[config.mk]
export PLATFORM = sky130hd
export DESIGN_NAME = pfnv12_outq
export DESIGN_NICKNAME = d
export VERILOG_FILES = /design/src/rtl/pfnv12_pkg.sv /design/src/rtl/pfnv12_outq.sv
export SDC_FILE = /design/constraint.sdc
export NUM_CORES = 1
export LEC_CHECK = 0
export BUFFER_PORTS_ARGS = -buffer_cell sky130_fd_sc_hd__buf_2
export CAP_MARGIN = 20
export CORE_ASPECT_RATIO = 1.25
export CORE_UTILIZATION = 55
export CTS_BUF_LIST = sky130_fd_sc_hd__clkbuf_4
export CTS_CLUSTER_SIZE = 12
export DETAILED_ROUTE_END_ITERATION = 8
export GPL_ROUTABILITY_DRIVEN = 0
export PLACE_DENSITY = 0.75
export SYNTH_ARGS = -nofsm -noshare
export SYNTH_HDL_FRONTEND = slang
export SYNTH_SLANG_ARGS = --single-unit
[constraint.sdc]
create_clock -name i_clk -period 3 [get_ports i_clk]
set_input_delay 0.6 -clock i_clk [delete_from_list [all_inputs] [get_ports i_clk]]
set_output_delay 0.6 -clock i_clk [all_outputs]
set_load 0.02 [all_outputs]
[src/rtl/pfnv12_pkg.sv]
// Shared types, constants and helper functions for the pixel format to NV12 core.
// Used by pfnv12_csc, pfnv12_outq and pixel_format_to_nv12_core. No dependencies.
`default_nettype none

package pfnv12_pkg;

    // Default frame limits for the top-level parameters.
    localparam int MAX_WIDTH_DEF  = 4096;
    localparam int MAX_HEIGHT_DEF = 4096;

    // Register reset values and the absolute size cap.
    localparam logic [12:0] RST_WIDTH  = 13'd1920;
    localparam logic [12:0] RST_HEIGHT = 13'd1080;
    localparam logic [12:0] SIZE_MIN   = 13'd2;
    localparam logic [12:0] SIZE_CAP   = 13'd4096;

    // Depth of the result queue in front of the master port.
    localparam int OQ_DEPTH = 4;

    // BT.601 limited-range coefficients.
    localparam logic [7:0] Y601_R = 8'd66;
    localparam logic [7:0] Y601_G = 8'd129;
    localparam logic [7:0] Y601_B = 8'd25;
    localparam logic [7:0] U601_R = 8'd38;
    localparam logic [7:0] U601_G = 8'd74;
    localparam logic [7:0] V601_G = 8'd94;
    localparam logic [7:0] V601_B = 8'd18;

    // BT.709 limited-range coefficients.
    localparam logic [7:0] Y709_R = 8'd47;
    localparam logic [7:0] Y709_G = 8'd157;
    localparam logic [7:0] Y709_B = 8'd16;
    localparam logic [7:0] U709_R = 8'd26;
    localparam logic [7:0] U709_G = 8'd87;
    localparam logic [7:0] V709_G = 8'd102;
    localparam logic [7:0] V709_B = 8'd10;

    // Shared coefficient of the dominant term of Cb and Cr.
    localparam logic [7:0] C_MAIN = 8'd112;

    // Rounding and offset terms of the matrix.
    localparam logic [15:0] Y_ROUND  = 16'd128;
    localparam logic [7:0]  Y_OFFSET = 8'd16;
    localparam logic [15:0] C_OFFSET = 16'd32896;

    // Configuration register indexes.
    typedef enum logic [1:0] {
        CFG_SRC_FMT = 2'd0,
        CFG_BT709   = 2'd1,
        CFG_WIDTH   = 2'd2,
        CFG_HEIGHT  = 2'd3
    } t_cfg_idx;

    // Source pixel formats.
    typedef enum logic [1:0] {
        FMT_NV12  = 2'd0,
        FMT_NV16  = 2'd1,
        FMT_NV24  = 2'd2,
        FMT_BGR24 = 2'd3
    } t_src_fmt;

    // One source pixel as it arrives on the slave port.
    typedef struct packed {
        logic [7:0] luma_or_blue;
        logic [7:0] green;
        logic [7:0] red;
        logic [7:0] chroma_u;
        logic [7:0] chroma_v;
    } t_pixel;

    // Luma and chroma of one pixel after the color stage.
    typedef struct packed {
        logic [7:0] y;
        logic [7:0] u;
        logic [7:0] v;
    } t_yuv;

    // One result word for the master port.
    typedef struct packed {
        logic        is_chroma;
        logic [7:0]  sample_y;
        logic [7:0]  sample_u;
        logic [7:0]  sample_v;
        logic [11:0] out_col;
        logic [11:0] out_row;
        logic        last_of_run;
    } t_result;

    // Push request into the result queue: a luma word and, optionally, a chroma word.
    typedef struct packed {
        logic    push;
        logic    pair;
        t_result luma;
        t_result chroma;
    } t_oq_push;

    // Effective frame size: even, clamped to the cap and to the build limit.
    function automatic logic [12:0] eff_size(input logic [12:0] reg_val,
                                             input logic [13:0] max_val);
        logic [12:0] s;
        s = {reg_val[12:1], 1'b0};
        if (s < SIZE_MIN) s = SIZE_MIN;
        if (s > SIZE_CAP) s = SIZE_CAP;
        if ({1'b0, s} > max_val) s = 13'({max_val[13:1], 1'b0});
        return s;
    endfunction

endpackage

`default_nettype wire

[src/rtl/pfnv12_outq.sv]
// Small result queue in front of the master port; takes one or two words a cycle.
// Depends on pfnv12_pkg for the result and push types and the queue depth.
`default_nettype none

module pfnv12_outq (
    input  wire logic                 i_clk,
    input  wire logic                 i_rst_n,
    input  wire pfnv12_pkg::t_oq_push i_push,
    output logic                      o_room,
    output logic                      o_valid,
    input  wire logic                 i_ready,
    output pfnv12_pkg::t_result       o_head
);

    localparam int PTR_W = $clog2(pfnv12_pkg::OQ_DEPTH);
    localparam int CNT_W = $clog2(pfnv12_pkg::OQ_DEPTH + 1);

    pfnv12_pkg::t_result r_slot [pfnv12_pkg::OQ_DEPTH];
    logic [PTR_W-1:0]    r_wr_ptr, r_rd_ptr;
    logic [CNT_W-1:0]    r_count;
    logic [CNT_W-1:0]    n_count;
    logic                pop, push_two;

    // Room for a full pair is judged on the registered count alone.
    assign o_room   = (r_count <= CNT_W'(pfnv12_pkg::OQ_DEPTH - 2));
    assign o_valid  = (r_count != '0);
    assign o_head   = r_slot[r_rd_ptr];
    assign pop      = o_valid && i_ready;
    assign push_two = i_push.push && i_push.pair;

    always_comb begin
        n_count = r_count + CNT_W'(i_push.push) + CNT_W'(push_two) - CNT_W'(pop);
    end

    // Pointers and fill count.
    always_ff @(posedge i_clk) begin
        if (!i_rst_n) begin
            r_wr_ptr <= '0;
            r_rd_ptr <= '0;
            r_count  <= '0;
        end else begin
            r_count <= n_count;
            if (pop) r_rd_ptr <= r_rd_ptr + PTR_W'(1);
            if (i_push.push) r_wr_ptr <= r_wr_ptr + PTR_W'(1) + PTR_W'(push_two);
        end
    end

    // Storage: the luma word first, the chroma word behind it.
    always_ff @(posedge i_clk) begin
        if (i_push.push) begin
            r_slot[r_wr_ptr] <= i_push.luma;
            if (push_two) r_slot[r_wr_ptr + PTR_W'(1)] <= i_push.chroma;
        end
    end

endmodule

`default_nettype wire

==> flow_summary.toml, run 1 <==
[run_status]
outcome = "complete, no violations"

[clocking]
clock_path_buffers = 3
holdBufCountCts = 0
cts-root-buf = "clkbuf_4"
htree_levels = 2
cts-buffers-inserted = 49
clk_pin_slew_ns = 0.07
clock_sinks = 209
clk_latency_ns = 0.61
cts_resized = 0
tritoncts = "built"
cts_setup_buffers = 0

[setup_path]
r2r_setup_slack_ns = 0.73
critPathKind = "reg2out"
endpoint_kind = "output port"
r2r-start = "r_wr_ptr[0]$_SDFFE_PN0P_"
r2r_end = "r_slot[1][3]$_DFFE_PP_"
required_ns = 2.40
cp.arrival_ns = 2.03
cp_max_fo = 36
rr_worst_depth = 5
setup.worst_path.start_class = "flop"

[power]
p_clk_share_pct = 29.3
intPower_w = 0.00555
power_per_cell_area_nw_per_um2 = 656
power.share.combinational_pct = 25.3
p_switching_w = 0.00225
seqPwrFrac_pct = 45.5
p_total_w = 0.00780
peakVddDrop_mv = 0.554
p_leak_nw = 4.34
swShare_pct = 28.9

[synthesis]
synth_area_leaders = "edfxtp_1, mux2_2, mux4_2"
synth_top_cell_area_share_pct = 59.1
synth_area_per_cell_um2 = 18.7
yosysTopAreaCell = "edfxtp_1"
synthCells = 544
synth-edff-count = 200
synth_area_um2 = 10200
yosys_warnings = 0
synth-seq-cells = 209
synth_cell_types = 24
synth_async_sr_flop_share_pct = 0
ys_seq_area_share_pct = 60.9
syn_nets = 659
synthFlopType = "edfxtp_1"

[timing]
grt_setup_unrepaired = "false"
max_freq_ghz = 0.380
maxSlewHeadroom_pct = 62.5
setup_viol = 0
slew_violations = 0
finalCritPeriodShare_pct = 87.8
fin_crit_ns = 2.63
fin_setup_tns_ns = 0
setup_slack_ns = 0.365
whs_ns = 0.303
worstMarginPinSlew_ns = 0.562
finalHoldViolCount = 0
fin_skew_ns = 0.0201

[hold_path]
worst_hold_path_type = "in2reg"
hold_depth = 2
min_to = "r_count[1]$_SDFF_PN0_"
min-delay-start = "i_rst_n"

[drt]
drt-vias-per-instance = 5.88
first_iter_violations = 322
vias = 5912
dr.pass1.iters = 5
drc = 0
ant_nets = 0
wl_per_cell_um = 22.2
postRouteWirelength_um = 22300

[grt]
grt_antenna_before_repair = 5
grt-ovfl-total = 0
grt_max_degree = 51
grt_pass1_wl_um = 34000
grt_use_total_pct = 24.1
grt_pass1_vias = 6430

[floorplan]
dieArea_um2 = 19000
fp.coreArea_um2 = 18100
rows = 55
die_w_um = 124
initial_utilization_pct = 56.1
ios = 157
chipHeight_um = 154

[placement]
pre_cts_ws_ns = 0.624
dpl.hpwl_um = 13800
placed_area_um2 = 11300
numPortBuffers = 156

[cells_and_area]
drive_gt1_share_pct = 65.3
fillers = 1334
fin_area_um2 = 11900
fin_nets = 849
syn_to_final_growth_pct = 17.2

[flow_run]
max-cap-violations = 0
-- cell usage in the layout, fill, tap and decap left out --
cell	count
edfxtp_1	200
mux2_2	191
buf_2	156
clkbuf_4	79
mux4_2	50
buf_4	12
clkinv_1	10
mux2_1	9
inv_1	8
ha_1	8
dfxtp_1	7
nand2_1	6
diode_2	5
buf_12	5
nand3_4	4
nand2_2	4
mux2i_1	4
and2_1	3
nor2_1	3
nand2b_1	2
fa_1	2
o31a_1	1
nand3_1	1
a31o_2	1
o311ai_0	1
xnor2_1	1
a211oi_1	1
xor2_1	1
dfxtp_4	1
dfxtp_2	1
-- cells in the mapped netlist (all sizes together), types with 4 or more instances --
library cell    n
buf            30
clkbuf          4
dfxtp           9
edfxtp        200
ha              8
inv             8
mux2          200
mux2i           4
mux4           50
nand2          10
nand3           5
-- power groups by stage --
| stage | logic, W | registers [W] | clock network (W) |
|---|---|---|---|
| 3_5_place_dp | 0.00200 | 0.00361 | 0 |
| 4_1_cts | 0.00200 | 0.00355 | 0.00235 |
| 6_report | 0.00197 | 0.00355 | 0.00228 |
| 3_3_place_gp | 0.00196 | 0.00360 | 0 |
| 5_1_grt | 0.00212 | 0.00357 | 0.00248 |
| 2_1_floorplan | 0.00137 | 0.00358 | 0 |
-- flip-flops by register name, summed over array words and instances (netlist names), named ones only --
name      flops
r_slot      200
r_count       3
r_rd_ptr      2
r_wr_ptr      2
-- worst max-delay path by stage --
stage                 from                     end  depth (start not counted)
6_report              flop              o_head[29]                          3
5_1_grt               flop              o_head[44]                          3
4_1_cts               flop              o_head[47]                          3
3_5_place_dp       i_ready   r_count[2]$_SDFF_PN0_                          8
3_3_place_gp       i_ready   r_count[2]$_SDFF_PN0_                          8
2_1_floorplan  i_push[100]  r_slot[0][0]$_DFFE_PP_                          4
-- cells by family (layout without fill, tap and decap cells) --
kind of cell,count (synthesis),after routing,synth area share [%]
buffers and inverters,42,270,2.24
DFF,209,209,60.9
xor gates and xnor gates,2,2,0.173
adders and majority gates,10,10,1.38
other,0,5,0
muxes,254,254,33.7
and+or+nand+nor,23,23,1.28
AOI/OAI and AO/OA,4,4,0.333
-- per-stage QoR --
step,utilization [%],instances
5_1_grt,65.7,1003
4_1_cts,65.7,1000
6_report,65.7,1005
3_3_place_gp,62.2,911
2_1_floorplan,-,544
3_5_place_dp,62.2,911
-- per-layer routing --
layer	up-vias	global-route usage, %	routed length (µm)
met2	200	41.4	11800
li1	2635	-	-
met4	2	10.2	566
met3	48	4.93	1180
met1	3027	29.3	8740
met5	-	0	13
-- critical path, stage by stage (launching register included) --
cell and delay, ns:
dfxtp_4 0.36, buf_12 0.29, mux4_2 0.57, buf_2 0.18
-- area by class of cell --
class | instances | area, µm² | area share, %
Tap cell | 228 | 285 | 2.40
Clock inverter | 10 | 37.5 | 0.316
Multi-Input combinational cell | 293 | 3770 | 31.7
Inverter | 8 | 30.0 | 0.252
Antenna cell | 5 | 12.5 | 0.105
Sequential cell | 209 | 6190 | 52.0
Clock buffer | 79 | 593 | 4.99
Timing Repair Buffer | 173 | 971 | 8.16
Note: power is estimated with default switching activity, not from simulation.
==> inputs of run 2 (changes only) <==
--- a/config.mk
+++ b/config.mk
@@ -5,15 +5,16 @@
 export SDC_FILE = /design/constraint.sdc
 export NUM_CORES = 1
 export LEC_CHECK = 0
-export BUFFER_PORTS_ARGS = -buffer_cell sky130_fd_sc_hd__buf_2
+export ABC_AREA = 1
 export CAP_MARGIN = 20
 export CORE_ASPECT_RATIO = 1.25
 export CORE_UTILIZATION = 55
 export CTS_BUF_LIST = sky130_fd_sc_hd__clkbuf_4
 export CTS_CLUSTER_SIZE = 12
 export DETAILED_ROUTE_END_ITERATION = 8
+export DONT_BUFFER_PORTS = 1
 export GPL_ROUTABILITY_DRIVEN = 0
-export PLACE_DENSITY = 0.75
+export PLACE_DENSITY = 0.67
 export SYNTH_ARGS = -nofsm -noshare
 export SYNTH_HDL_FRONTEND = slang
 export SYNTH_SLANG_ARGS = --single-unit
==> flow_summary.toml, run 2 <==
[timing]
finalHoldViolCount = 0
finalCritPeriodShare_pct = 93.5
slew_violations = 0
max_freq_ghz = 0.356
maxSlewHeadroom_pct = 58.7
fin_skew_ns = 0.0213
setup_viol = 0
whs_ns = 0.0824
fin_crit_ns = 2.81
fin_setup_tns_ns = 0
grt_setup_unrepaired = "false"
worstMarginPinSlew_ns = 0.628

[flow_run]
max-cap-violations = 0

[floorplan]
dieArea_um2 = 19600
rows = 56
die_w_um = 125
ios = 157
initial_utilization_pct = 55.8
fp.coreArea_um2 = 18700
chipHeight_um = 156

[synthesis]
synthFlopType = "edfxtp_1"
synth_area_leaders = "edfxtp_1, nand2_1, o21ai_1"
synth-seq-cells = 209
synthCells = 1046
yosysMostFrequentCell = "nand2_1"
synth_area_per_cell_um2 = 9.99
synth_cell_types = 24
synth_top_cell_area_share_pct = 57.5
ys_seq_area_share_pct = 59.2
yosys_warnings = 0
synth_area_um2 = 10400
yosysTopAreaCell = "edfxtp_1"
syn_nets = 1161
netlist_top_cells_count = "nand2_1, edfxtp_1, o21ai_1, o21ai_0, nor2_1"
synth_async_sr_flop_share_pct = 0
synth-edff-count = 200

[setup_path]
r2r-start = "r_wr_ptr[1]$_SDFFE_PN0P_"
required_ns = 2.40
endpoint_kind = "output port"
setup.worst_path.start_class = "flop"
critPathKind = "reg2out"
cp_max_fo = 30
cp.arrival_ns = 2.21

[power]
seqPwrFrac_pct = 46.2
p_leak_nw = 4.47
peakVddDrop_mv = 0.390
swShare_pct = 33.6
power_per_cell_area_nw_per_um2 = 686
intPower_w = 0.00507
power.share.combinational_pct = 24.4
p_switching_w = 0.00257
p_clk_share_pct = 29.3

[drt]
ant_nets = 0
drt-vias-per-instance = 5.73
postRouteWirelength_um = 24300
drc = 8
dr.pass1.iters = 7
first_iter_violations = 497
vias = 7541
wl_per_cell_um = 18.5

[cells_and_area]
final_common_cell = "nand2_1"
regMostFlops = "r_slot"
final_cell_mix = "nand2_1, edfxtp_1, o21ai_1"
reg.largest.list = "r_slot x200, r_count x3"
syn_to_final_growth_pct = 6.62
fin_nets = 1163
largest_reg_flops = 200
drive_gt1_share_pct = 15.2
fillers = 1623

[placement]
dpl.hpwl_um = 14600
numPortBuffers = 0

[run_status]
outcome = "complete, but fails checks"
violations = "DRC"

[clocking]
cts-root-buf = "clkbuf_4"
cts_setup_buffers = 0
clock_path_buffers = 3
tritoncts = "built"
cts-buffers-inserted = 51
clk_pin_slew_ns = 0.07
htree_levels = 2
clock_sinks = 209
clk_latency_ns = 0.65

[hold_path]
min-delay-start = "i_rst_n"
worst_hold_path_type = "in2reg"

[grt]
grt_antenna_before_repair = 1
grt_pass1_vias = 7352
grt_use_total_pct = 25.6
grt_pass1_wl_um = 38400
grt-ovfl-total = 0
grt_max_degree = 101
==> run 2: stage by stage <==
stage	cell area (µm²)	util [%]	setup WS [ns]	total power (W)	instances
6_report	11100	59.5	0.194	0.00764	1316
5_1_grt	11100	59.5	0.0744	0.00804	1316
4_1_cts	11100	59.4	0.0515	0.00771	1315
3_5_place_dp	10500	56.1	0.787	0.00546	1226
3_3_place_gp	10500	56.1	0.786	0.00542	1226
2_1_floorplan	10400	-	0.494	0.00502	1046
==> run 2: path summary, 6_finish.rpt <==
kind / end / slack, ns / depth (start not counted)
worst max-delay path: o_head[16] / 0.19 / 4
worst min-delay path: r_count[2]$_SDFF_PN0_ / 0.08 / 2
worst max register to register: r_slot[2][9]$_DFFE_PP_ / 0.89 / 5
worst min register to register: r_rd_ptr[0]$_SDFFE_PN0P_ / 0.50 / 2
==> run 2: timing repair <==
| item | 4_1_cts | 5_1_grt |
|---|---|---|
| setup endpoints to repair | 0 | 6 |
| hold buffers | 1 | 0 |
| endpoints found under the hold margin | 2 | 0 |
| resized for setup | 0 | 5 |
==> run 2: kinds of logic after synthesis <==
family / after synthesis / share of synthesized area, %
fa+ha+maj: 10 / 1.34
buf+inv: 141 / 8.05
simple gates: 325 / 11.8
compound gates: 360 / 19.5
xor+xnor: 1 / 0.0838
flops: 209 / 59.2
==> run 2: power by group through the flow <==
stage | clock, W | sequential [W] | combinational [W]
final | 0.00224 | 0.00353 | 0.00187
after CTS | 0.00230 | 0.00353 | 0.00187
after global placement | 0 | 0.00359 | 0.00183
after floorplan | 0 | 0.00358 | 0.00144
after global routing | 0.00243 | 0.00355 | 0.00206
after detailed placement | 0 | 0.00360 | 0.00187
==> run 2: per-layer routing <==
metal  vias to the layer above  share of wire (%)  global-route usage (%)
li1                       3700                  -                       -
met1                      3524                 38                    29.2
met2                       271                 51                    45.3
met3                        46                8.5                    7.10
met4                         0                2.6                    10.6
met5                         -                  0                       0
==> run 2: final cells by class <==
cell class	instances	area, µm²	area share (%)
diodes	1	2.50	0.0225
clock inverters	15	63.8	0.573
multi-input cells	696	3500	31.4
well taps	232	290	2.61
clock buffers	73	548	4.92
repair buffers	24	295	2.65
flip-flops and latches	209	6190	55.6
inverters	66	253	2.27
==> run 2: worst max-delay path, cell delays in order, from the launching register on <==
cell and delay (ns):
dfxtp_4 0.37, inv_4 0.25, buf_4 0.37, o21ai_0 0.15
o22ai_1 0.39
==> inputs of run 3 (changes only) <==
--- a/config.mk
+++ b/config.mk
@@ -6,8 +6,8 @@
 export NUM_CORES = 1
 export LEC_CHECK = 0
 export ABC_AREA = 1
-export CAP_MARGIN = 20
 export CORE_ASPECT_RATIO = 1.25
+export CORE_MARGIN = 8
 export CORE_UTILIZATION = 55
 export CTS_BUF_LIST = sky130_fd_sc_hd__clkbuf_4
 export CTS_CLUSTER_SIZE = 12
==> flow_summary.toml, run 3 (synthesis gave the netlist of run 2 again) <==
[placement]
dp.cells = 1227
dpl.hpwl_um = 15100
numPortBuffers = 0

[cells_and_area]
final_cells = 1317
reg.largest.list = "r_slot x200, r_count x3"
fin_nets = 1164
syn_to_final_growth_pct = 5.90
regMostFlops = "r_slot"
largest_reg_flops = 200
final_cell_mix = "nand2_1, edfxtp_1, o21ai_1"
drive_gt1_share_pct = 14.6
final_common_cell = "nand2_1"

[power]
peakVddDrop_mv = 0.392
p_leak_nw = 4.45
power_per_cell_area_nw_per_um2 = 688

[floorplan]
fp.coreArea_um2 = 18700
initial_utilization_pct = 55.8
dieArea_um2 = 23700
die_w_um = 139
rows = 56
chipHeight_um = 170
ios = 157

[setup_path]
required_ns = 2.40
rr_worst_depth = 5
cp.arrival_ns = 2.20
setup.worst_path.start_class = "flop"
critPathKind = "reg2out"
cp_max_fo = 28
endpoint_kind = "output port"

[clocking]
clk_latency_ns = 0.63
clk_pin_slew_ns = 0.06
cts-buffers-inserted = 52
cts-root-buf = "clkbuf_4"
clock_path_buffers = 3
htree_levels = 2
tritoncts = "built"
holdBufCountCts = 0
cts_resized = 0
cts_setup_buffers = 0
clock_sinks = 209

[hold_path]
worst_hold_path_type = "in2reg"
hold_depth = 2

[drt]
vias = 7516
dr.pass1.iters = 5
ant_nets = 0
postRouteWirelength_um = 25300
drt-vias-per-instance = 5.71
first_iter_violations = 501
wl_per_cell_um = 19.2
drc = 0

[timing]
slew_violations = 0
finalHoldViolCount = 0
maxSlewHeadroom_pct = 26.8
grt_setup_unrepaired = "false"
finalCritPeriodShare_pct = 93.3
setup_viol = 0
fin_setup_tns_ns = 0
fin_crit_ns = 2.80
worstMarginPinSlew_ns = 1.10
fin_skew_ns = 0.0254
max_freq_ghz = 0.357

[grt]
grt_antenna_before_repair = 1
grt_pass1_vias = 7199
grt_use_total_pct = 20.8
grt_pass1_wl_um = 38300
grt_max_degree = 101
grt-ovfl-total = 0

[flow_run]
max-cap-violations = 0

[run_status]
outcome = "complete, no violations"
[run 3: critical path: stages (launching register included)]
cell and delay [ns]:
dfxtp_4 0.35, clkinv_2 0.36, buf_4 0.30, o21ai_0 0.11, o22ai_1 0.47
[run 3: metal layers]
metal | track usage (%) | routed length [µm] | up-vias | part of all wire, %
li1 | - | - | 3697 | -
met3 | 7.01 | 2240 | 39 | 8.9
met4 | 7.27 | 454 | 0 | 1.8
met1 | 23.3 | 9710 | 3526 | 38
met2 | 36.4 | 12900 | 254 | 51
met5 | 0 | 0 | - | 0
[run 3: layout make-up]
| cell class | instances | area, µm² |
|---|---|---|
| Inverter | 66 | 251 |
| Multi-Input combinational cell | 696 | 3450 |
| Antenna cell | 1 | 2.50 |
| Clock buffer | 73 | 548 |
| Sequential cell | 209 | 6190 |
| Timing Repair Buffer | 24 | 268 |
| Tap cell | 232 | 290 |
| Fill cell | 1582 | 7640 |
| Clock inverter | 16 | 62.6 |
[run 3: stage by stage]
stage | utilization (%) | setup WS, ns | total power, W | area [µm²] | hold WS, ns
2_1_floorplan | - | 0.494 | 0.00502 | 10400 | 0.448
3_3_place_gp | 55.9 | 0.786 | 0.00547 | 10500 | 0.481
3_5_place_dp | 55.9 | 0.747 | 0.00551 | 10500 | 0.482
4_1_cts | 59.1 | 0.108 | 0.00770 | 11100 | 0.0303
5_1_grt | 59.1 | 0.0178 | 0.00803 | 11100 | 0.0425
6_report | 59.1 | 0.200 | 0.00761 | 11100 | 0.0900
[run 3: path summary, 6_finish.rpt]
check | from | endpoint | slack, ns
max | flop | o_head[47] | 0.20
min | i_rst_n | r_count[1]$_SDFF_PN0_ | 0.09
max reg2reg | r_wr_ptr[0]$_SDFFE_PN0P_ | r_slot[1][48]$_DFFE_PP_ | 0.84
min reg2reg | r_rd_ptr[0]$_SDFFE_PN0P_ | r_rd_ptr[0]$_SDFFE_PN0P_ | 0.50
[run 3: power breakdown]
| part | internal [W] | switching (W) | total (W) |
|---|---|---|---|
| logic | 0.000480 | 0.00140 | 0.00188 |
| registers | 0.00347 | 0.0000578 | 0.00353 |
| clock network | 0.00112 | 0.00109 | 0.00220 |
