==> config.mk <==
export PLATFORM = sky130hd
export DESIGN_NAME = pfnv12_csc
export DESIGN_NICKNAME = d
export VERILOG_FILES = /design/src/rtl/pfnv12_pkg.sv /design/src/rtl/pfnv12_csc.sv
export SDC_FILE = /design/constraint.sdc
export NUM_CORES = 1
export LEC_CHECK = 0
export ABC_AREA = 0
export BUFFER_PORTS_ARGS = -buffer_cell sky130_fd_sc_hd__buf_2
export CAP_MARGIN = 15
export CELL_PAD_IN_SITES_DETAIL_PLACEMENT = 0
export CELL_PAD_IN_SITES_GLOBAL_PLACEMENT = 1
export CORE_UTILIZATION = 45
export DETAILED_ROUTE_END_ITERATION = 10
export GPL_TIMING_DRIVEN = 0
export PLACE_DENSITY = 0.77
export SLEW_MARGIN = 20
export SYNTH_ARGS = -nofsm -noshare
export SYNTH_HDL_FRONTEND = slang
export SYNTH_SLANG_ARGS = --single-unit
==> constraint.sdc <==
create_clock -name i_clk -period 16.2 [get_ports i_clk]
set_clock_uncertainty 0.1 [all_clocks]
set_input_delay 2.43 -clock i_clk [delete_from_list [all_inputs] [get_ports i_clk]]
set_output_delay 2.43 -clock i_clk [all_outputs]
set_load 0.02 [all_outputs]
==> src/rtl/pfnv12_pkg.sv <==
// Shared types, constants and helper functions for the pixel format to NV12 core.
// Used by pfnv12_csc, pfnv12_outq and pixel_format_to_nv12_core. No dependencies.
`default_nettype none

package pfnv12_pkg;

    // Default frame limits for the top-level parameters.
    localparam int MAX_WIDTH_DEF  = 4096;
    localparam int MAX_HEIGHT_DEF = 4096;

    // Register reset values and the absolute size cap.
    localparam logic [12:0] RST_WIDTH  = 13'd1920;
    localparam logic [12:0] RST_HEIGHT = 13'd1080;
    localparam logic [12:0] SIZE_MIN   = 13'd2;
    localparam logic [12:0] SIZE_CAP   = 13'd4096;

    // Depth of the result queue in front of the master port.
    localparam int OQ_DEPTH = 4;

    // BT.601 limited-range coefficients.
    localparam logic [7:0] Y601_R = 8'd66;
    localparam logic [7:0] Y601_G = 8'd129;
    localparam logic [7:0] Y601_B = 8'd25;
    localparam logic [7:0] U601_R = 8'd38;
    localparam logic [7:0] U601_G = 8'd74;
    localparam logic [7:0] V601_G = 8'd94;
    localparam logic [7:0] V601_B = 8'd18;

    // BT.709 limited-range coefficients.
    localparam logic [7:0] Y709_R = 8'd47;
    localparam logic [7:0] Y709_G = 8'd157;
    localparam logic [7:0] Y709_B = 8'd16;
    localparam logic [7:0] U709_R = 8'd26;
    localparam logic [7:0] U709_G = 8'd87;
    localparam logic [7:0] V709_G = 8'd102;
    localparam logic [7:0] V709_B = 8'd10;

    // Shared coefficient of the dominant term of Cb and Cr.
    localparam logic [7:0] C_MAIN = 8'd112;

    // Rounding and offset terms of the matrix.
    localparam logic [15:0] Y_ROUND  = 16'd128;
    localparam logic [7:0]  Y_OFFSET = 8'd16;
    localparam logic [15:0] C_OFFSET = 16'd32896;

    // Configuration register indexes.
    typedef enum logic [1:0] {
        CFG_SRC_FMT = 2'd0,
        CFG_BT709   = 2'd1,
        CFG_WIDTH   = 2'd2,
        CFG_HEIGHT  = 2'd3
    } t_cfg_idx;

    // Source pixel formats.
    typedef enum logic [1:0] {
        FMT_NV12  = 2'd0,
        FMT_NV16  = 2'd1,
        FMT_NV24  = 2'd2,
        FMT_BGR24 = 2'd3
    } t_src_fmt;

    // One source pixel as it arrives on the slave port.
    typedef struct packed {
        logic [7:0] luma_or_blue;
        logic [7:0] green;
        logic [7:0] red;
        logic [7:0] chroma_u;
        logic [7:0] chroma_v;
    } t_pixel;

    // Luma and chroma of one pixel after the color stage.
    typedef struct packed {
        logic [7:0] y;
        logic [7:0] u;
        logic [7:0] v;
    } t_yuv;

    // One result word for the master port.
    typedef struct packed {
        logic        is_chroma;
        logic [7:0]  sample_y;
        logic [7:0]  sample_u;
        logic [7:0]  sample_v;
        logic [11:0] out_col;
        logic [11:0] out_row;
        logic        last_of_run;
    } t_result;

    // Push request into the result queue: a luma word and, optionally, a chroma word.
    typedef struct packed {
        logic    push;
        logic    pair;
        t_result luma;
        t_result chroma;
    } t_oq_push;

    // Effective frame size: even, clamped to the cap and to the build limit.
    function automatic logic [12:0] eff_size(input logic [12:0] reg_val,
                                             input logic [13:0] max_val);
        logic [12:0] s;
        s = {reg_val[12:1], 1'b0};
        if (s < SIZE_MIN) s = SIZE_MIN;
        if (s > SIZE_CAP) s = SIZE_CAP;
        if ({1'b0, s} > max_val) s = 13'({max_val[13:1], 1'b0});
        return s;
    endfunction

endpackage

`default_nettype wire

==> src/rtl/pfnv12_csc.sv <==
// Two-stage color conversion: constant products, then sums into limited-range YCbCr.
// Depends on pfnv12_pkg for coefficients and the pixel and YUV types.
`default_nettype none

module pfnv12_csc (
    input  wire logic               i_clk,
    input  wire logic               i_en,
    input  wire logic               i_bgr,
    input  wire logic               i_bt709,
    input  wire pfnv12_pkg::t_pixel i_pix,
    output pfnv12_pkg::t_yuv        o_yuv
);

    // Coefficient selection by matrix.
    logic [7:0] c_yr, c_yg, c_yb, c_ur, c_ug, c_vg, c_vb;

    always_comb begin
        c_yr = i_bt709 ? pfnv12_pkg::Y709_R : pfnv12_pkg::Y601_R;
        c_yg = i_bt709 ? pfnv12_pkg::Y709_G : pfnv12_pkg::Y601_G;
        c_yb = i_bt709 ? pfnv12_pkg::Y709_B : pfnv12_pkg::Y601_B;
        c_ur = i_bt709 ? pfnv12_pkg::U709_R : pfnv12_pkg::U601_R;
        c_ug = i_bt709 ? pfnv12_pkg::U709_G : pfnv12_pkg::U601_G;
        c_vg = i_bt709 ? pfnv12_pkg::V709_G : pfnv12_pkg::V601_G;
        c_vb = i_bt709 ? pfnv12_pkg::V709_B : pfnv12_pkg::V601_B;
    end

    // First stage: the nine 8x8 products, plus the raw bytes for pass-through.
    logic [15:0] r_py_r, r_py_g, r_py_b;
    logic [15:0] r_pu_r, r_pu_g, r_pu_b;
    logic [15:0] r_pv_r, r_pv_g, r_pv_b;
    logic [7:0]  r_raw_y, r_raw_u, r_raw_v;

    always_ff @(posedge i_clk) begin
        if (i_en) begin
            r_py_r  <= 16'(i_pix.red)          * 16'(c_yr);
            r_py_g  <= 16'(i_pix.green)        * 16'(c_yg);
            r_py_b  <= 16'(i_pix.luma_or_blue) * 16'(c_yb);
            r_pu_r  <= 16'(i_pix.red)          * 16'(c_ur);
            r_pu_g  <= 16'(i_pix.green)        * 16'(c_ug);
            r_pu_b  <= 16'(i_pix.luma_or_blue) * 16'(pfnv12_pkg::C_MAIN);
            r_pv_r  <= 16'(i_pix.red)          * 16'(pfnv12_pkg::C_MAIN);
            r_pv_g  <= 16'(i_pix.green)        * 16'(c_vg);
            r_pv_b  <= 16'(i_pix.luma_or_blue) * 16'(c_vb);
            r_raw_y <= i_pix.luma_or_blue;
            r_raw_u <= i_pix.chroma_u;
            r_raw_v <= i_pix.chroma_v;
        end
    end

    // Second stage sums. The offsets keep every sum inside 0..65535, so the
    // top byte is the floor shift and no clipping is ever needed.
    logic [15:0] y_sum, u_sum, v_sum;

    always_comb begin
        y_sum = r_py_r + r_py_g + r_py_b + pfnv12_pkg::Y_ROUND;
        u_sum = pfnv12_pkg::C_OFFSET + r_pu_b - r_pu_r - r_pu_g;
        v_sum = pfnv12_pkg::C_OFFSET + r_pv_r - r_pv_g - r_pv_b;
    end

    // Second stage register: converted or passed-through sample.
    always_ff @(posedge i_clk) begin
        if (i_en) begin
            if (i_bgr) begin
                o_yuv.y <= y_sum[15:8] + pfnv12_pkg::Y_OFFSET;
                o_yuv.u <= u_sum[15:8];
                o_yuv.v <= v_sum[15:8];
            end else begin
                o_yuv.y <= r_raw_y;
                o_yuv.u <= r_raw_u;
                o_yuv.v <= r_raw_v;
            end
        end
    end

endmodule

`default_nettype wire

==> load_flow_metrics.sql, run 1 <==
INSERT INTO impl_metrics (metric_group, metric, value, unit) VALUES
('run_status', 'status', 'finished clean', ''),
('setup_path', 'cp_slowest_cell', 'sky130_fd_sc_hd__clkbuf_1', ''),
('place', 'pre_cts_ws', '7.71', 'ns'),
('clock_network', 'postCtsSetupRepairBufs', '0', ''),
('place', 'dp_cells', '2023', ''),
('final_layout', 'antenna_cells_inserted', '0', ''),
('timing', 'grt_setup_unrepaired', 'false', ''),
('final_layout', 'layout.cells.most_common', 'sky130_fd_sc_hd__inv_1', ''),
('setup_path', 'criticalPathCategory', 'in -> reg', ''),
('final_layout', 'fillers', '3323', ''),
('final_layout', 'final_layout_size_suffix_gt1_frac', '0.0765', ''),
('synth', 'synth_xor_xnor_area_share', '0.0499', ''),
('timing', 'timing_worst_slew_pin_value', '0.887', 'ns'),
('timing', 'final_period_minus_worst_setup_slack', '7.99', 'ns'),
('floorplanning', 'boundary_pin_count', '68', ''),
('synth', 'netlist_area', '0.0163', 'mm²'),
('clock_network', 'holdBufCountCts', '0', ''),
('routing', 'routedWlPerCell', '17.0', 'µm'),
('global_routing', 'antenna_found_initial', '2', ''),
('place', 'port_buffers', '65', ''),
('synth', 'synth-simple-area-share', '0.0575', ''),
('setup_path', 'critical-path-top-delay-family', 'adder cells', ''),
('routing', 'routed_wl', '34900', 'µm'),
('timing', 'achievable-frequency', '125', 'MHz'),
('global_routing', 'first_pass_grt_wire_length', '55600', 'µm'),
('synth', 'synth_enable_flop_cells', '163', ''),
('min_path', 'holdCritPathClass', 'reg -> reg', ''),
('timing', 'final_min_period_over_clock_period', '0.493', ''),
('synth', 'synth_fa_ha_area_frac', '0.423', ''),
('synth', 'synth-compound-area-share', '0.0814', ''),
('synth', 'synth_top_family_by_area', 'adder cells', ''),
('synth', 'synthDistinctLibCells', '58', ''),
('power', 'power_density_over_the_cells', '176', 'mW/mm²'),
('final_layout', 'areaGrowthSynthToFinish', '9.80', '%'),
('clock_network', 'clock_slew_at_reported_path_ffs', '0.07', 'ns'),
('synth', 'syn-instance-count', '1481', ''),
('setup_path', 'reg2reg_depth', '16', ''),
('routing', 'drt_first_pass_iters', '4', ''),
('clock_network', 'cts.htree.levels', '4', ''),
('routing', 'route.detailed.drc', '0', ''),
('synth', 'yosys_register_bits', '163', ''),
('global_routing', 'grt_max_degree', '92', ''),
('setup_path', 'critPathLaunchType', 'input port', ''),
('clock_network', 'cts-resized-gates', '0', ''),
('setup_path', 'endpoint_kind', 'flip-flop', ''),
('setup_path', 'cp.depth', '19', ''),
('final_layout', 'final_nets', '2091', ''),
('power', 'total_power', '3.15', 'mW'),
('synth', 'synth-warning-count', '0', ''),
('setup_path', 'crit_path_max_incr_delay', '0.62', 'ns'),
('global_routing', 'overflow', '0', ''),
('global_routing', 'gr-usage-all-layers', '0.203', ''),
('place', 'finalWeightedCongestion', '0.827', ''),
('routing', 'routed_via_density', '5.01', ''),
('floorplanning', 'floorplan.rows', '69', ''),
('floorplanning', 'initial_standard_cell_utilization_of_the_core', '0.458', ''),
('timing', 'final_critical_path_setup_slack', '8.21', 'ns'),
('setup_path', 'cp_cell_sequence', 'clkbuf_1 -> clkbuf_1 -> clkbuf_1 -> nor2_1 -> fa_1 -> inv_1 -> fa_1 -> inv_1 -> fa_1 -> ha_1 -> ha_1 -> a21o_1 -> a21oi_1 -> o21bai_1 -> a21oi_1 -> o21bai_1 -> a21oi_1 -> nor2_1 -> a311oi_1', ''),
('min_path', 'worstHoldPathCells', '1', ''),
('routing', 'vias', '10291', ''),
('clock_network', 'clk_root_buffer_cell', 'sky130_fd_sc_hd__clkbuf_16', ''),
('setup_path', 'buffer_and_inverter_count_on_the_worst_path', '5', ''),
('synth', 'synth_top_flop_cell', 'sky130_fd_sc_hd__edfxtp_1', ''),
('clock_network', 'cts_tree', 'built', ''),
('clock_network', 'clock_path_buffers', '2', ''),
('timing', 'slew_headroom', '0.408', ''),
('final_layout', 'fin_cells', '2055', ''),
('timing', 'setup_viol', '0', ''),
('clock_network', 'tritoncts.num_buffers', '17', ''),
('routing', 'first_iter_violations', '495', ''),
('synth', 'synth.mux.area_fraction', '0.00622', '');
## area by class of cell
type,count,area share
multi-input combinational,980,0.566
timing repair buffer,66,0.0203
buffer,20,0.00420
clock buffer,18,0.0240
inverter,333,0.0699
sequential,163,0.274
clock inverter,14,0.00958
tap,461,0.0322
## per-layer routing
| metal | global-route usage | wire (µm) |
|---|---|---|
| met3 | 0.0329 | 1400 |
| met2 | 0.338 | 16400 |
| met1 | 0.269 | 16300 |
| met4 | 0.0630 | 784 |
| met5 | 0 | 0 |
## state kept, by name, summed over array words and instances, names as in the netlist
register,flops
r_pv_r,11
r_pv_g,13
r_raw_y,8
r_raw_v,8
r_pu_b,10
r_py_r,15
r_pv_b,10
r_py_g,16
r_pu_g,15
o_yuv,24
r_raw_u,8
r_pu_r,12
r_py_b,13
## power by group
| part | total [mW] | switching [mW] | internal, mW |
|---|---|---|---|
| sequential | 0.722 | 0.0466 | 0.675 |
| combinational | 2.01 | 1.12 | 0.884 |
| clock | 0.420 | 0.188 | 0.232 |
## logic make-up after synthesis
group / count (synthesis)
adders and majority gates: 466
buffers and inverters: 353
AOI/OAI and AO/OA: 199
and+or+nand+nor: 197
DFF: 163
xor gates and xnor gates: 92
muxes: 9
other: 2
## worst paths after layout
check        startpoint         end  slack (ns)
min          r_raw_v[2]    o_yuv[2]        0.43
min reg2reg  r_raw_v[2]    o_yuv[2]        0.43
max             i_bt709  r_pv_g[14]        8.21
max reg2reg   r_py_g[6]   o_yuv[22]       12.18
## synth_stat cells, types with 3 or more instances
| master | instances | area share |
|---|---|---|
| sky130_fd_sc_hd__a21boi_0 | 3 | 0.0014 |
| sky130_fd_sc_hd__a21o_1 | 24 | 0.011 |
| sky130_fd_sc_hd__a21oi_1 | 68 | 0.021 |
| sky130_fd_sc_hd__a31o_2 | 4 | 0.0021 |
| sky130_fd_sc_hd__and2_1 | 7 | 0.0027 |
| sky130_fd_sc_hd__and3_1 | 4 | 0.0015 |
| sky130_fd_sc_hd__clkbuf_1 | 20 | 0.0046 |
| sky130_fd_sc_hd__edfxtp_1 | 163 | 0.30 |
| sky130_fd_sc_hd__fa_1 | 141 | 0.17 |
| sky130_fd_sc_hd__ha_1 | 325 | 0.25 |
| sky130_fd_sc_hd__inv_1 | 332 | 0.076 |
| sky130_fd_sc_hd__mux2_2 | 9 | 0.0062 |
| sky130_fd_sc_hd__nand2_1 | 51 | 0.012 |
| sky130_fd_sc_hd__nand2b_1 | 11 | 0.0042 |
| sky130_fd_sc_hd__nand3_1 | 10 | 0.0031 |
| sky130_fd_sc_hd__nand4_1 | 4 | 0.0015 |
| sky130_fd_sc_hd__nor2_1 | 59 | 0.014 |
| sky130_fd_sc_hd__nor2b_1 | 16 | 0.0061 |
| sky130_fd_sc_hd__nor3_1 | 18 | 0.0055 |
| sky130_fd_sc_hd__o211ai_1 | 7 | 0.0032 |
| sky130_fd_sc_hd__o21a_1 | 8 | 0.0037 |
| sky130_fd_sc_hd__o21ai_0 | 28 | 0.0086 |
| sky130_fd_sc_hd__o21bai_1 | 25 | 0.012 |
| sky130_fd_sc_hd__o311ai_0 | 3 | 0.0016 |
| sky130_fd_sc_hd__o31ai_1 | 5 | 0.0023 |
| sky130_fd_sc_hd__o41ai_1 | 4 | 0.0021 |
| sky130_fd_sc_hd__or2_2 | 6 | 0.0023 |
| sky130_fd_sc_hd__or3_1 | 3 | 0.0012 |
| sky130_fd_sc_hd__xnor2_1 | 68 | 0.037 |
| sky130_fd_sc_hd__xor2_1 | 23 | 0.012 |
## worst reg2reg max path: cells and delay by family, from the launching register on
kind            cells  cell delay (ns)
flops               1             0.38
fa+ha+maj           4             1.30
xor+xnor            3             0.44
compound gates      5             1.04
simple gates        2             0.39
buf+inv             2             0.12
## stage by stage
step | hold slack [ns] | utilization | instance area [µm²]
global placement | 0.410 | 0.485 | 17300
CTS | 0.444 | 0.503 | 17900
global route | 0.467 | 0.503 | 17900
floorplan | 0.393 | - | 16400
detailed placement | 0.421 | 0.486 | 17300
finish | 0.433 | 0.503 | 17900
(Power assumes the default switching activity.)
==> inputs of run 2 (changes only) <==
--- a/config.mk
+++ b/config.mk
@@ -5,7 +5,7 @@
 export SDC_FILE = /design/constraint.sdc
 export NUM_CORES = 1
 export LEC_CHECK = 0
-export ABC_AREA = 0
+export ABC_AREA = 1
 export BUFFER_PORTS_ARGS = -buffer_cell sky130_fd_sc_hd__buf_2
 export CAP_MARGIN = 15
 export CELL_PAD_IN_SITES_DETAIL_PLACEMENT = 0
@@ -13,7 +13,7 @@
 export CORE_UTILIZATION = 45
 export DETAILED_ROUTE_END_ITERATION = 10
 export GPL_TIMING_DRIVEN = 0
-export PLACE_DENSITY = 0.77
+export PLACE_DENSITY = 0.79
 export SLEW_MARGIN = 20
 export SYNTH_ARGS = -nofsm -noshare
 export SYNTH_HDL_FRONTEND = slang
==> constraint.sdc (replaced) <==
create_clock -name i_clk -period 8.2 [get_ports i_clk]
set_clock_uncertainty 0.1 [all_clocks]
set_input_delay 1.23 -clock i_clk [delete_from_list [all_inputs] [get_ports i_clk]]
set_output_delay 1.23 -clock i_clk [all_outputs]
set_load 0.02 [all_outputs]
==> load_flow_metrics.sql, run 2 <==
INSERT INTO impl_metrics (metric_group, metric, value, unit) VALUES
('clock_network', 'clk_root_buffer_cell', 'sky130_fd_sc_hd__clkbuf_16', ''),
('timing', 'final-hold-violation-count', '0', ''),
('place', 'pre_cts_ws', '1.84', 'ns'),
('synth', 'synth_enable_flop_cells', '163', ''),
('power', 'total_power', '6.88', 'mW'),
('timing', 'final_critical_path_setup_slack', '2.24', 'ns'),
('floorplanning', 'die_x', '197', 'µm'),
('run_status', 'status', 'finished clean', ''),
('timing', 'final.setup.tns', '0', 'ns'),
('final_layout', 'final_nets', '2397', ''),
('synth', 'yosys.cell_count.top_type', 'sky130_fd_sc_hd__inv_1', ''),
('min_path', 'worstHoldPathCells', '2', ''),
('setup_path', 'cp_max_fo', '10', ''),
('floorplanning', 'initial_standard_cell_utilization_of_the_core', '0.461', ''),
('synth', 'postSynth.asyncResetShare', '0', ''),
('clock_network', 'clock_slew_at_reported_path_ffs', '0.06', 'ns'),
('synth', 'syn-instance-count', '1787', ''),
('routing', 'routedWlPerCell', '15.5', 'µm'),
('synth', 'synth_common_cells', 'sky130_fd_sc_hd__inv_1 (407), sky130_fd_sc_hd__ha_1 (325), sky130_fd_sc_hd__nand2_1 (285)', ''),
('power', 'power.internal', '3.54', 'mW'),
('timing', 'final_period_minus_worst_setup_slack', '5.96', 'ns'),
('clock_network', 'insertion_delay', '0.44', 'ns'),
('global_routing', 'antenna_found_initial', '1', ''),
('global_routing', 'via_count_of_the_first_global_routing_pass', '11880', ''),
('clock_network', 'tritoncts.num_buffers', '17', ''),
('routing', 'routed_via_density', '4.95', ''),
('clock_network', 'cts-resized-gates', '0', ''),
('synth', 'synth_top_area_share', '0.288', ''),
('synth', 'synth_top_flop_cell', 'sky130_fd_sc_hd__edfxtp_1', ''),
('final_layout', 'areaGrowthSynthToFinish', '9.56', '%'),
('routing', 'routed_wl', '37300', 'µm'),
('synth', 'syn_area_per_cell', '9.53', 'µm²'),
('power', 'share_seq_of_total_power', '0.206', ''),
('clock_network', 'postCtsSetupRepairBufs', '0', ''),
('place', 'dp_hpwl', '31400', 'µm'),
('place', 'finalWeightedCongestion', '0.878', ''),
('routing', 'vias', '11910', ''),
('synth', 'synth_area_leader_cell', 'sky130_fd_sc_hd__edfxtp_1', ''),
('final_layout', 'final_layout_size_suffix_gt1_frac', '0.0611', ''),
('timing', 'achievable-frequency', '168', 'MHz'),
('setup_path', 'cp_data_arrival_time', '6.08', 'ns'),
('timing', 'fin_hold_ws', '0.415', 'ns'),
('timing', 'slew_viol_final', '0', ''),
('floorplanning', 'boundary_pin_count', '68', ''),
('floorplanning', 'fp.coreArea', '0.0370', 'mm²'),
('power', 'p_comb_frac', '0.676', ''),
('final_layout', 'largest_reg_flops', '24', ''),
('synth', 'yosys_register_bits', '163', ''),
('timing', 'setup_viol', '0', ''),
('global_routing', 'overflow', '0', ''),
('clock_network', 'holdBufCountCts', '0', ''),
('floorplanning', 'fp.dieArea', '0.0386', 'mm²'),
('place', 'dp_cells', '2372', ''),
('min_path', 'holdCritPathClass', 'reg -> reg', ''),
('routing', 'drt.antenna.violating_nets', '0', ''),
('clock_network', 'clock_sinks', '163', ''),
('final_layout', 'top_register', 'o_yuv', ''),
('synth', 'synth-warning-count', '0', ''),
('floorplanning', 'floorplan.die.height', '197', 'µm'),
('routing', 'first_iter_violations', '587', ''),
('global_routing', 'grt_max_degree', '97', ''),
('timing', 'slew_headroom', '0.457', ''),
('power', 'clockPowerShare', '0.118', ''),
('power', 'p_leak', '9.83', 'nW'),
('setup_path', 'reg2reg_depth', '12', ''),
('power', 'irDropWorstVdd', '0.276', 'mV'),
('power', 'power_density_over_the_cells', '369', 'mW/mm²'),
('timing', 'final_min_period_over_clock_period', '0.726', ''),
('setup_path', 'required', '8.32', 'ns'),
('final_layout', 'reg.largest.list', 'o_yuv (24), r_py_g (16)', ''),
('place', 'port_buffers', '65', ''),
('power', 'power.switching', '3.33', 'mW'),
('timing', 'timing_worst_slew_pin_value', '0.814', 'ns'),
('synth', 'synth.top_cells.by_area', 'sky130_fd_sc_hd__edfxtp_1 (29%), sky130_fd_sc_hd__ha_1 (24%), sky130_fd_sc_hd__fa_1 (17%), sky130_fd_sc_hd__inv_1 (9.0%), sky130_fd_sc_hd__nand2_1 (6.3%)', ''),
('synth', 'synthDistinctLibCells', '40', ''),
('global_routing', 'gr-usage-all-layers', '0.205', ''),
('synth', 'netlist_area', '0.0170', 'mm²'),
('power', 'power_switching_share', '0.485', ''),
('clock_network', 'clock_path_buffers', '2', ''),
('final_layout', 'layout.cells.most_common_list', 'sky130_fd_sc_hd__inv_1 (407), sky130_fd_sc_hd__ha_1 (325), sky130_fd_sc_hd__nand2_1 (285), sky130_fd_sc_hd__edfxtp_1 (163), sky130_fd_sc_hd__fa_1 (141)', ''),
('timing', 'grt_setup_unrepaired', 'false', ''),
('final_layout', 'fin_cells', '2404', ''),
('flow_run', 'drv_cap', '0', ''),
('synth', 'ys_seq_area_frac', '0.288', ''),
('clock_network', 'cts.htree.levels', '4', ''),
('routing', 'route.detailed.drc', '0', ''),
('routing', 'drt_first_pass_iters', '5', ''),
('global_routing', 'first_pass_grt_wire_length', '60700', 'µm'),
('setup_path', 'criticalPathCategory', 'in -> reg', ''),
('floorplanning', 'floorplan.rows', '70', ''),
('final_layout', 'layout.cells.most_common', 'sky130_fd_sc_hd__inv_1', ''),
('clock_network', 'cts_tree', 'built', ''),
('setup_path', 'critPathLaunchType', 'input port', ''),
('setup_path', 'endpoint_kind', 'flip-flop', '');
[run 2: area by class of cell]
cell class / instances / area (µm²)
Fill cell: 3497 / 18300
Tap cell: 504 / 631
Clock buffer: 17 / 425
Clock inverter: 14 / 150
Sequential cell: 163 / 4890
Buffer: 19 / 77.6
Antenna cell: 1 / 2.50
Timing Repair Buffer: 66 / 363
Inverter: 409 / 1540
Multi-Input combinational cell: 1211 / 10600
[run 2: metal layers]
metal  share of wire  vias to the layer above  global-route usage
met5               0                        -                   0
met4           0.020                        0              0.0564
met3           0.042                       30              0.0238
met2            0.46                      223               0.342
met1            0.47                     5719               0.281
li1                -                     5938                   -
[run 2: logic make-up (layout without fill, tap and decap cells)]
group	Yosys count	count (layout)	synth area share
and+or+nand+nor	471	471	0.114
xor gates and xnor gates	78	78	0.0401
DFF	163	163	0.288
buffers and inverters	428	525	0.0948
AOI/OAI and AO/OA	179	179	0.0584
other	2	18	0.000441
adders and majority gates	466	466	0.405
[run 2: worst max-delay path, stage by stage]
cell	delay, ns
sky130_fd_sc_hd__clkbuf_1	0.33
sky130_fd_sc_hd__buf_2	0.33
sky130_fd_sc_hd__buf_1	0.65
sky130_fd_sc_hd__nor2_1	0.18
sky130_fd_sc_hd__fa_1	0.52
sky130_fd_sc_hd__inv_1	0.05
sky130_fd_sc_hd__fa_1	0.47
sky130_fd_sc_hd__inv_1	0.05
sky130_fd_sc_hd__fa_1	0.49
sky130_fd_sc_hd__ha_1	0.35
sky130_fd_sc_hd__fa_1	0.47
sky130_fd_sc_hd__nand3_1	0.09
sky130_fd_sc_hd__nand3_1	0.10
sky130_fd_sc_hd__nand2_1	0.07
sky130_fd_sc_hd__nand2_1	0.05
sky130_fd_sc_hd__nand2_1	0.07
sky130_fd_sc_hd__a21oi_1	0.09
sky130_fd_sc_hd__o21ai_1	0.12
sky130_fd_sc_hd__nand2_1	0.07
sky130_fd_sc_hd__xor2_1	0.28
[run 2: stage by stage]
step / area, µm² / utilization
2_1_floorplan: 17100 / -
3_3_place_gp: 18000 / 0.488
3_5_place_dp: 18100 / 0.489
4_1_cts: 18600 / 0.505
5_1_grt: 18600 / 0.505
6_report: 18700 / 0.505
[run 2: power by group through the flow]
stage / combinational, mW / sequential (mW) / clock [mW]
6_report: 4.65 / 1.42 / 0.810
5_1_grt: 5.35 / 1.44 / 0.852
4_1_cts: 4.68 / 1.42 / 0.826
3_5_place_dp: 4.64 / 1.44 / 0
3_3_place_gp: 4.58 / 1.44 / 0
2_1_floorplan: 3.42 / 1.48 / 0
[run 2: path summary, 6_finish.rpt]
path,from,end,slack (ns)
worst min-delay path,r_raw_y[5],o_yuv[21],0.41
worst min register to register,r_raw_y[5],o_yuv[21],0.41
worst max register to register,r_py_g[11],o_yuv[22],4.94
worst max-delay path,i_bt709,r_pv_g[13],2.24
